===== src/sv/cdrsd_pkg.sv =====
`timescale 1ns / 1ps
package cdrsd_pkg;

  localparam int unsigned USER_BYTES        = 2048;
  localparam int unsigned AUDIO_BYTES       = 2352;
  localparam int unsigned SYNC_BYTES        = 12;
  localparam int unsigned HEADER_BYTES      = 16;
  localparam int unsigned FRAMES_PER_MINUTE = 4500;
  localparam int unsigned FRAMES_PER_SECOND = 75;

  localparam logic [11:0] POS_MINUTE = 12'd12;
  localparam logic [11:0] POS_SECOND = 12'd13;
  localparam logic [11:0] POS_FRAME  = 12'd14;
  localparam logic [11:0] POS_MODE   = 12'd15;

  localparam logic [7:0] SYNC_EDGE    = 8'h00;
  localparam logic [7:0] SYNC_FILL    = 8'hFF;
  localparam logic [7:0] MINUTE_LIMIT = 8'hA0;
  localparam logic [7:0] SECOND_LIMIT = 8'h60;
  localparam logic [7:0] FRAME_LIMIT  = 8'h75;

  localparam logic [4:0] MODE1_START = 5'd16;
  localparam logic [4:0] MODE2_START = 5'd24;

  localparam logic [1:0] MODE_ZERO = 2'd0;
  localparam logic [1:0] MODE_ONE  = 2'd1;
  localparam logic [1:0] MODE_TWO  = 2'd2;

  typedef enum logic [1:0] {
    CFG_STORED_LEN   = 2'd0,
    CFG_DATA_OFFSET  = 2'd1,
    CFG_SYNC_PRESENT = 2'd2,
    CFG_AUDIO_MODE   = 2'd3
  } cfg_index_t;

  typedef struct packed {
    logic [11:0] stored_len;
    logic [4:0]  default_data_offset;
    logic        sync_present;
    logic        audio_mode;
  } cfg_t;

  typedef struct packed {
    logic [11:0] byte_position;
    logic        sync_match;
    logic        bcd_ok;
    logic [18:0] minute_addr;
    logic [18:0] partial_addr;
    logic [18:0] frame_address;
    logic [1:0]  mode_bits;
    logic [4:0]  data_start;
  } state_t;

  typedef struct packed {
    logic [7:0]  user_byte;
    logic        last_of_sector;
    logic        header_valid;
    logic [18:0] sector_address;
    logic [1:0]  sector_mode;
  } result_t;

  function automatic logic bcd_below(input logic [7:0] v, input logic [7:0] limit);
    return (v[3:0] <= 4'd9) && (v[7:4] <= 4'd9) && (v < limit);
  endfunction

  function automatic logic [7:0] bcd_value(input logic [7:0] v);
    return 8'(({4'd0, v[7:4]} * 8'd10) + {4'd0, v[3:0]});
  endfunction

  function automatic logic [7:0] sync_byte(input logic [3:0] pos);
    return (pos == 4'd0 || pos == 4'd11) ? SYNC_EDGE : SYNC_FILL;
  endfunction

endpackage


===== src/sv/cdrsd_step.sv =====
`timescale 1ns / 1ps
module cdrsd_step (
  input  cdrsd_pkg::cfg_t    cfg,
  input  cdrsd_pkg::state_t  st,
  input  logic [7:0]         image_byte,
  output cdrsd_pkg::state_t  st_next,
  output logic               emit,
  output cdrsd_pkg::result_t res
);
  import cdrsd_pkg::*;

  logic [11:0] pos;
  logic        sm;
  logic        bo;
  logic [4:0]  base_start;
  logic [4:0]  start;
  logic [11:0] start_w;
  logic [11:0] end_w;
  logic [12:0] pos_inc;
  logic        at_end;
  logic        synced;
  logic        hv;

  assign pos        = st.byte_position;
  assign base_start = (cfg.sync_present && cfg.default_data_offset < MODE1_START)
                      ? MODE1_START : cfg.default_data_offset;
  assign pos_inc    = {1'b0, pos} + 13'd1;
  assign at_end     = pos_inc >= {1'b0, cfg.stored_len};

  always_comb begin
    st_next = st;
    sm = (pos == '0) ? 1'b1 : st.sync_match;
    bo = (pos == '0) ? 1'b1 : st.bcd_ok;
    if (pos < 12'(SYNC_BYTES)) begin
      if (image_byte != sync_byte(pos[3:0])) sm = 1'b0;
    end else if (pos == POS_MINUTE) begin
      if (!bcd_below(image_byte, MINUTE_LIMIT)) bo = 1'b0;
      st_next.minute_addr = 19'(int'(bcd_value(image_byte)) * FRAMES_PER_MINUTE);
    end else if (pos == POS_SECOND) begin
      if (!bcd_below(image_byte, SECOND_LIMIT)) bo = 1'b0;
      st_next.partial_addr = 19'(st.minute_addr +
                             19'(int'(bcd_value(image_byte)) * FRAMES_PER_SECOND));
    end else if (pos == POS_FRAME) begin
      if (!bcd_below(image_byte, FRAME_LIMIT)) bo = 1'b0;
      st_next.frame_address = (bo && sm)
                              ? 19'(st.partial_addr + {11'd0, bcd_value(image_byte)})
                              : '0;
    end else if (pos == POS_MODE) begin
      st_next.mode_bits  = image_byte[1:0];
      st_next.data_start = base_start;
      if (cfg.sync_present && sm) begin
        if (image_byte[1:0] == MODE_ONE) st_next.data_start = MODE1_START;
        else if (image_byte[1:0] == MODE_TWO) st_next.data_start = MODE2_START;
      end
    end
    st_next.sync_match    = sm;
    st_next.bcd_ok        = bo;
    st_next.byte_position = at_end ? '0 : pos_inc[11:0];
  end

  assign synced  = cfg.sync_present && st_next.sync_match;
  assign start   = (pos < 12'(HEADER_BYTES)) ? base_start : st.data_start;
  assign start_w = {7'd0, start};
  assign end_w   = start_w + 12'(USER_BYTES);
  assign hv      = !cfg.audio_mode && synced && (pos >= POS_MODE) && st_next.bcd_ok;

  always_comb begin
    emit               = 1'b0;
    res.user_byte      = image_byte;
    res.last_of_sector = 1'b0;
    if (cfg.audio_mode) begin
      if (cfg.stored_len >= 12'(AUDIO_BYTES) && pos < 12'(AUDIO_BYTES)) begin
        emit               = 1'b1;
        res.last_of_sector = pos == 12'(AUDIO_BYTES - 1);
      end
    end else if (pos >= start_w && pos < end_w) begin
      emit               = 1'b1;
      res.last_of_sector = (pos == end_w - 12'd1) || at_end;
      if (pos >= 12'(HEADER_BYTES) && synced && st_next.mode_bits == MODE_ZERO) begin
        res.user_byte = '0;
      end
    end
    res.header_valid   = hv;
    res.sector_address = hv ? st.frame_address : '0;
    res.sector_mode    = (!cfg.audio_mode && synced && pos >= 12'(HEADER_BYTES))
                         ? st_next.mode_bits : MODE_ZERO;
  end

endmodule


===== src/sv/cd_raw_sector_deframer_unit.sv =====
`timescale 1ns / 1ps
// Raw CD sector deframer. Takes one image byte per clock while in_ready is high
// and emits the user data (or audio) bytes of each stored sector with a
// last-of-sector mark, the BCD-checked header address and the sector mode.
// The sector walk, sync check and header decode are one short step from the
// state registers into a result register, so an item is accepted every cycle
// while in_ready is high and its result is registered there. The result
// register is backed by a one-item skid stage, so in_ready drops only when
// both hold an item that the sink has not taken. Configuration writes are taken
// at once (cfg_ready is always high) and must only be issued while the block is idle.
module cd_raw_sector_deframer_unit (
  input  logic        clk,
  input  logic        rst,
  input  logic        cfg_valid,
  output logic        cfg_ready,
  input  logic [1:0]  cfg_index,
  input  logic [11:0] cfg_data,
  input  logic        in_valid,
  output logic        in_ready,
  input  logic [7:0]  image_byte,
  output logic        out_valid,
  input  logic        out_ready,
  output logic [7:0]  user_byte,
  output logic        last_of_sector,
  output logic        header_valid,
  output logic [18:0] sector_address,
  output logic [1:0]  sector_mode
);
  import cdrsd_pkg::*;

  cfg_t    cfg;
  state_t  st;
  state_t  st_next;
  logic    emit;
  result_t res;
  result_t out_data;
  result_t skid_data;
  logic    skid_valid;
  logic    push;

  assign cfg_ready = 1'b1;
  assign in_ready  = !skid_valid;
  assign push      = in_valid && in_ready && emit;

  always_ff @(posedge clk) begin
    if (rst) begin
      cfg.stored_len          <= 12'(AUDIO_BYTES);
      cfg.default_data_offset <= MODE1_START;
      cfg.sync_present        <= 1'b1;
      cfg.audio_mode          <= 1'b0;
    end else if (cfg_valid && cfg_ready) begin
      unique case (cfg_index_t'(cfg_index))
        CFG_STORED_LEN:   cfg.stored_len          <= cfg_data;
        CFG_DATA_OFFSET:  cfg.default_data_offset <= cfg_data[4:0];
        CFG_SYNC_PRESENT: cfg.sync_present        <= cfg_data[0];
        CFG_AUDIO_MODE:   cfg.audio_mode          <= cfg_data[0];
      endcase
    end
  end

  cdrsd_step u_step (
    .cfg        (cfg),
    .st         (st),
    .image_byte (image_byte),
    .st_next    (st_next),
    .emit       (emit),
    .res        (res)
  );

  always_ff @(posedge clk) begin
    if (rst) begin
      st.byte_position <= '0;
      st.sync_match    <= 1'b1;
      st.bcd_ok        <= 1'b1;
      st.minute_addr   <= '0;
      st.partial_addr  <= '0;
      st.frame_address <= '0;
      st.mode_bits     <= MODE_ZERO;
      st.data_start    <= MODE1_START;
    end else if (in_valid && in_ready) begin
      st <= st_next;
    end
  end

  always_ff @(posedge clk) begin
    if (rst) begin
      out_valid  <= 1'b0;
      skid_valid <= 1'b0;
    end else if (out_ready || !out_valid) begin
      if (skid_valid) begin
        out_valid  <= 1'b1;
        skid_valid <= 1'b0;
      end else begin
        out_valid <= push;
      end
    end else if (push) begin
      skid_valid <= 1'b1;
    end
  end

  always_ff @(posedge clk) begin
    if (out_ready || !out_valid) begin
      if (skid_valid) out_data <= skid_data;
      else if (push) out_data <= res;
    end else if (push) begin
      skid_data <= res;
    end
  end

  assign user_byte      = out_data.user_byte;
  assign last_of_sector = out_data.last_of_sector;
  assign header_valid   = out_data.header_valid;
  assign sector_address = out_data.sector_address;
  assign sector_mode    = out_data.sector_mode;

endmodule

===== config.mk =====
export PLATFORM = sky130hd
export DESIGN_NAME = cd_raw_sector_deframer_unit
export DESIGN_NICKNAME = d
export VERILOG_FILES = /design/src/sv/cdrsd_pkg.sv /design/src/sv/cdrsd_step.sv /design/src/sv/cd_raw_sector_deframer_unit.sv
export SDC_FILE = /design/constraint.sdc
export NUM_CORES = 1
export LEC_CHECK = 0
export BUFFER_PORTS_ARGS = -buffer_cell sky130_fd_sc_hd__buf_4
export CAP_MARGIN = 20
export CORE_ASPECT_RATIO = 0.8
export CORE_MARGIN = 8
export CORE_UTILIZATION = 25
export DETAILED_ROUTE_END_ITERATION = 8
export SYNTH_ARGS = -nofsm -noshare
export SYNTH_HDL_FRONTEND = slang
export SYNTH_HIERARCHICAL = 1
export SYNTH_SLANG_ARGS = --single-unit

===== constraint.sdc =====
create_clock -name clk -period 6.3 [get_ports clk]
set_clock_uncertainty 0.05 [all_clocks]
set_input_delay 0.315 -clock clk [delete_from_list [all_inputs] [get_ports clk]]
set_output_delay 0.315 -clock clk [all_outputs]
set_load 0.01 [all_outputs]

Word level (Yosys, flattened, before mapping)
Index checks and enable logic that the tools add are counted.

$add $sub $neg: 6. Mux-type cells: 41. Reduce and logical (&&, ||, !) cells: 40. Order comparisons: 15. Equal/unequal tests: 13. Bitwise gates (word level): 5. Multiply operators: 3.

Operator list (number): $mux 31 (2); $eq 12x4->1 const B (4); $mux 19 (2); $mux 7 (5); $mux 5 (5); $mux 8 (3); $mux 1 (21); $add 19x15->19 (1); $add 19x8->19 (1); $logic_and 1x1->1 (18); $mul 8x11->17 const B (1); $lt 8x7->1 const B (2); $mul 8x7->15 const B (1); $add 12x1->13 const B (1); $ge 13x12->1 (1); $add 5x12->12 const B (1); $eq 12x12->1 (1); $eq 12x12->1 const B (1); $ge 12x12->1 const B (1); $ge 12x4->1 const B (1); $ge 12x5->1 (1); $ge 12x5->1 const B (1); $logic_not 12->1 (1); $lt 12x12->1 (1); other kinds (28) (46).

Output and inout port bits: 34. Bits in registers: 159. Bits of input ports: 27. Logic and storage cells: 147.

Longest topological paths before layout
Depth after elaboration: 18. Gate-level depth with buffers: 25. Depth with buffers taken out: 25.

By module
Netlist, hierarchy kept.

Modules (own cells, without submodules): cdrsd_step (cells each 805, area each 5848.1 µm², seq. area each 0.0 µm², times used 1); cd_raw_sector_deframer_unit (cells each 531, area each 5745.5 µm², seq. area each 3843.7 µm², times used 1).

Worst setup path before layout
Ideal clock, no wire load.

Kind: register -> register. Start: register, netlist name st[70]. End: register out_data, in the netlist header_valid, enable pin. Path slack: 0.486 ns. Cell stages (with the launch flop): 17. Data arrival time: 5.298 ns. Path buffers: 3. Setup time: 0.467 ns. Data required time: 5.783 ns. Clock period less this slack: 5.814 ns. Path through: dfxtp_1 -> buf_2 -> or4_1 -> or2_1 -> buf_2 -> clkbuf_1 -> a21oi_1 -> ha_1 -> nor2b_1 -> o21ai_0 -> nand2b_1 -> a31oi_1 -> mux2i_1 -> nand2b_1 -> nand2_1 -> nand2_1 -> a21boi_0.

Word-level cells in the longest chain between the ends: 10. Elaborated cells between the ends (all ways): 14. Classes of those cells: add/sub (1); order compare (4); mux (4); reduce/logical (5).

Ends and longest elaborated chain: $lt 12x5->1 (line cdrsd_step.sv:62) `assign start = (pos < 12'(HEADER_BYTES)) ? base_start : st.data_start;`; $mux 5 (line cdrsd_step.sv:62); $add 5x12->12 (line cdrsd_step.sv:64) `assign end_w = start_w + 12'(USER_BYTES);`; $lt 12x12->1 (line cdrsd_step.sv:76) `end else if (pos >= start_w && pos < end_w) begin`; $logic_and 1x1->1 (line cdrsd_step.sv:76); $mux 1 (line cdrsd_step.sv:76); $mux 1 (*) (line cdrsd_step.sv:71) `if (cfg.audio_mode) begin`; via emit (line cd_raw_sector_deframer_unit.sv:34) `logic emit;`; $logic_and 1x1->1 (*) (line cd_raw_sector_deframer_unit.sv:43) `assign push = in_valid && in_ready && emit;`; $reduce_bool 2->1 (no source line) (*); $reduce_and 2->1 (no source line) (*); end signal, assigned (line cd_raw_sector_deframer_unit.sv:103) `if (skid_valid) out_data <= skid_data;`; end signal, assigned (line cd_raw_sector_deframer_unit.sv:104) `else if (push) out_data <= res;`; end, declared (line cd_raw_sector_deframer_unit.sv:36) `result_t out_data;`.

The timed path passes the listed nets; every way through them passes the cells marked *. A chain may end at the register's enable or synchronous reset.

Worst setup path after layout
Start: input port image_byte[5]. End: register, netlist name st[44].

Word-level cells in the longest chain between the ends: 4.

Ends and longest elaborated chain: start, declared (line cd_raw_sector_deframer_unit.sv:20) `input logic [7:0] image_byte,`; $mul 4x3->7 (line cdrsd_pkg.sv:67) `return 8'(({4'd0, v[7:4]} * 8'd10) + {4'd0, v[3:0]});`; $add 8x4->8 (line cdrsd_pkg.sv:67); $mul 8x7->15 (line cdrsd_step.sv:42) `19'(int'(bcd_value(image_byte)) * FRAMES_PER_SECOND));`; $add 19x15->19 (line cdrsd_step.sv:41) `st_next.partial_addr = 19'(st.minute_addr +`.

No other way between the ends.

==> flow_summary.ini <==
[cells_and_area]
stdcell_area_um2 = 13200
nFillCells = 4814
synthToLayoutAreaGrowth_pct = 14.2
fin_util_pct = 28.9
final_nets = 1539
drive_gt1_share_pct = 11.3

[sta]
drv_slew = 0
slew_headroom_pct = 35.0
rsz0062_at_grt = no
timing.fmax_ghz = 0.174
hold_violations = 0
period_needed_ns = 5.76
fin_ws_ns = 0.537
period_share_pct = 91.5
fin_tns_setup_ns = 0
timing.hold.ws_ns = 0.0413
setup_viol = 0
tightest_slew_ns = 0.972

[clock_network]
numCtsBuffers = 17
cts_resized = 0
cts_tree = yes
clkTransAtPathRegs_ns = 0.07
cts_max_path_buffers = 2
hold_buffers = 0
post_cts_buffers = 0
clk_latency_ns = 0.44
clock-sinks = 161
cts-root-buf = clkbuf_16
htree_num_levels = 4

[synthesis]
synth_edf_count = 62
synth_ff_type = dfxtp_1
ys_ff_latch = 161
synth_fp_nets = 1511
synth_seq_area_share_pct = 33.2
ys_warn_count = 6
synthCells = 1336
ys_async_sr_fraction_pct = 0
synth_area_um2 = 11600
synth_area_per_cell_um2 = 8.68
ys_types = 63

[grt]
gr-usage-met2_pct = 16.1
use_met3_pct = 2.20
grt_pass1_wl_um = 46400
grt-ovfl-total = 0
grt_usage_pct = 10.3
grt_antenna_before_repair = 1
met1_usage_pct = 14.1
grt_max_degree = 79
gr-max-usage-layer = met2
grt_pass1_vias = 9013

[worst_setup_path]
path_max_fanout = 9
crit_type = input pin to register
arrival_ns = 6.00
required_ns = 6.53
cp-start-kind = input pin
worstSetupEndpointType = register

[detailed_routing]
dr.pass1.iters = 5
drt-vias-per-instance = 4.67
ant_nets = 0
wl_per_cell_um = 13.8
drtIter0Drc = 640
routed_wirelength_um = 27500
remaining_drc_errors = 0
via_count = 9289

[placed_design]
io_buffers = 59
hpwlAfterDp_um = 20600
pre_cts_slack_ns = -0.0206
placed_cell_area_um2 = 12600
place_congestion = 0.848

[floorplanning]
core_um2 = 45700
die_h_um = 209
die_w_um = 257
start_util_pct = 25.4
io_pins = 61
rows = 70
die_area_um2 = 53600

[power]
peakVddDrop_mv = 0.230
p_leak_nw = 5.35
p_per_area_nw_per_um2 = 306

[hold_path]
hold_path.class = input pin to register

[run_status]
outcome = complete, no violations

[run]
drv_cap = 0
==> final timing paths <==
| check | from | endpoint | slack (ns) | depth (start not counted) |
|---|---|---|---|---|
| worst min register to register | cfg[16]$_SDFFE_PP0P_ | cfg[16]$_SDFFE_PP0P_ | 0.40 | 2 |
| worst max-delay path | image_byte[5] | st[44]$_SDFFE_PP0P_ | 0.54 | 24 |
| worst max register to register | st[75]$_SDFFE_PP0P_ | last_of_sector$_DFFE_PP_ | 1.74 | 14 |
| worst min-delay path | cfg_data[11] | cfg[18]$_SDFFE_PP1P_ | 0.04 | 3 |
==> placed cells by master (no fill, tap or decap), types with 6 or more instances in the layout <==
| cell | n |
|---|---|
| nand2_1 | 253 |
| inv_1 | 119 |
| a21oi_1 | 118 |
| ha_1 | 116 |
| dfxtp_1 | 99 |
| buf_4 | 70 |
| edfxtp_1 | 62 |
| o21ai_0 | 60 |
| nor2_1 | 46 |
| mux2_2 | 42 |
| xnor2_1 | 36 |
| and2_1 | 32 |
| fa_1 | 32 |
| xor2_1 | 31 |
| nor3_1 | 19 |
| nand3_1 | 18 |
| clkbuf_16 | 17 |
| a21o_1 | 15 |
| and3_1 | 13 |
| nand2b_1 | 12 |
| o21ai_1 | 12 |
| mux2i_1 | 11 |
| o21a_1 | 10 |
| nor2b_1 | 10 |
| a211oi_1 | 8 |
| a31oi_1 | 7 |
| nand4_1 | 7 |
| or4_1 | 6 |
| nor4_1 | 6 |
==> cell usage after synthesis (13+ instances only) <==
library cell  number  area, µm²
and3_1            13       81.3
nand2_1          253        950
mux2_2            42        473
ha_1             116       1450
buf_2             24        120
xor2_1            31        272
a21oi_1          118        591
edfxtp_1          62       1860
nand2b_1          13       81.3
inv_1            119        447
clkbuf_1          25       93.8
xnor2_1           36        315
nor3_1            20        100
and2_1            32        200
o21ai_0           61        305
fa_1              32        641
nor2_1            46        173
nand3_1           18       90.1
a21o_1            15        113
dfxtp_1           99       1980
==> stage by stage <==
stage / power [mW] / cells
after global placement: 2.90 / 1956
after global routing: 4.37 / 1989
after CTS: 4.05 / 1988
final: 4.04 / 1990
after floorplan: 2.50 / 1336
after detailed placement: 2.94 / 1956
==> layout make-up <==
cell class | instances | area (µm²) | area share [%]
timing repair buffer | 71 | 546 | 4.12
clock buffer | 18 | 429 | 3.24
antenna | 1 | 2.50 | 0.0189
inverter | 119 | 447 | 3.37
clock inverter | 14 | 200 | 1.51
multi-input combinational | 994 | 7000 | 52.9
tap | 612 | 766 | 5.79
sequential | 161 | 3840 | 29.0
==> cells by family (layout without fill, tap and decap cells) <==
logic type / count (synthesis) / count (layout) / synth area share, %
AOI/OAI and AO/OA: 273 / 273 / 13.8
xor gates and xnor gates: 67 / 67 / 5.06
adders and majority gates: 148 / 148 / 18.0
buffers and inverters: 181 / 222 / 6.73
DFF: 161 / 161 / 33.2
muxes: 53 / 53 / 5.03
other: 1 / 2 / 0.0323
and+or+nand+nor: 452 / 452 / 18.1
==> flip-flops by register name, summed over array words and instances, names as in the netlist <==
name	flops
out_valid	1
skid_data	31
sector_address	19
user_byte	8
sector_mode	2
cfg	19
st	78
header_valid	1
last_of_sector	1
skid_valid	1
==> per-layer routing <==
layer  up-vias  part of all wire (%)
met1      4439                    50
met3        37                   4.9
met2       190                    43
met4         0                   1.5
li1       4623                     -
met5         -                     0
==> where the power goes <==
part | switching [mW] | internal, mW | total [mW]
combinational | 1.10 | 0.750 | 1.85
clock | 0.464 | 0.639 | 1.10
sequential | 0.00996 | 1.08 | 1.09
==> worst max-delay path: stages <==
cell	delay, ns
buf_4	0.15
ha_1	0.30
ha_1	0.22
fa_1	0.56
o211ai_1	0.16
or3_1	0.33
nand3_1	0.11
o31ai_2	0.14
ha_1	0.33
ha_1	0.32
fa_1	0.54
inv_1	0.05
fa_1	0.53
inv_1	0.04
ha_1	0.36
o21a_1	0.20
o21ai_0	0.14
a32oi_1	0.11
o31a_1	0.29
a41oi_1	0.35
nor3_1	0.08
o31a_1	0.24
nand2_1	0.06
a21oi_1	0.07
Note: power is estimated with default switching activity, not from simulation.
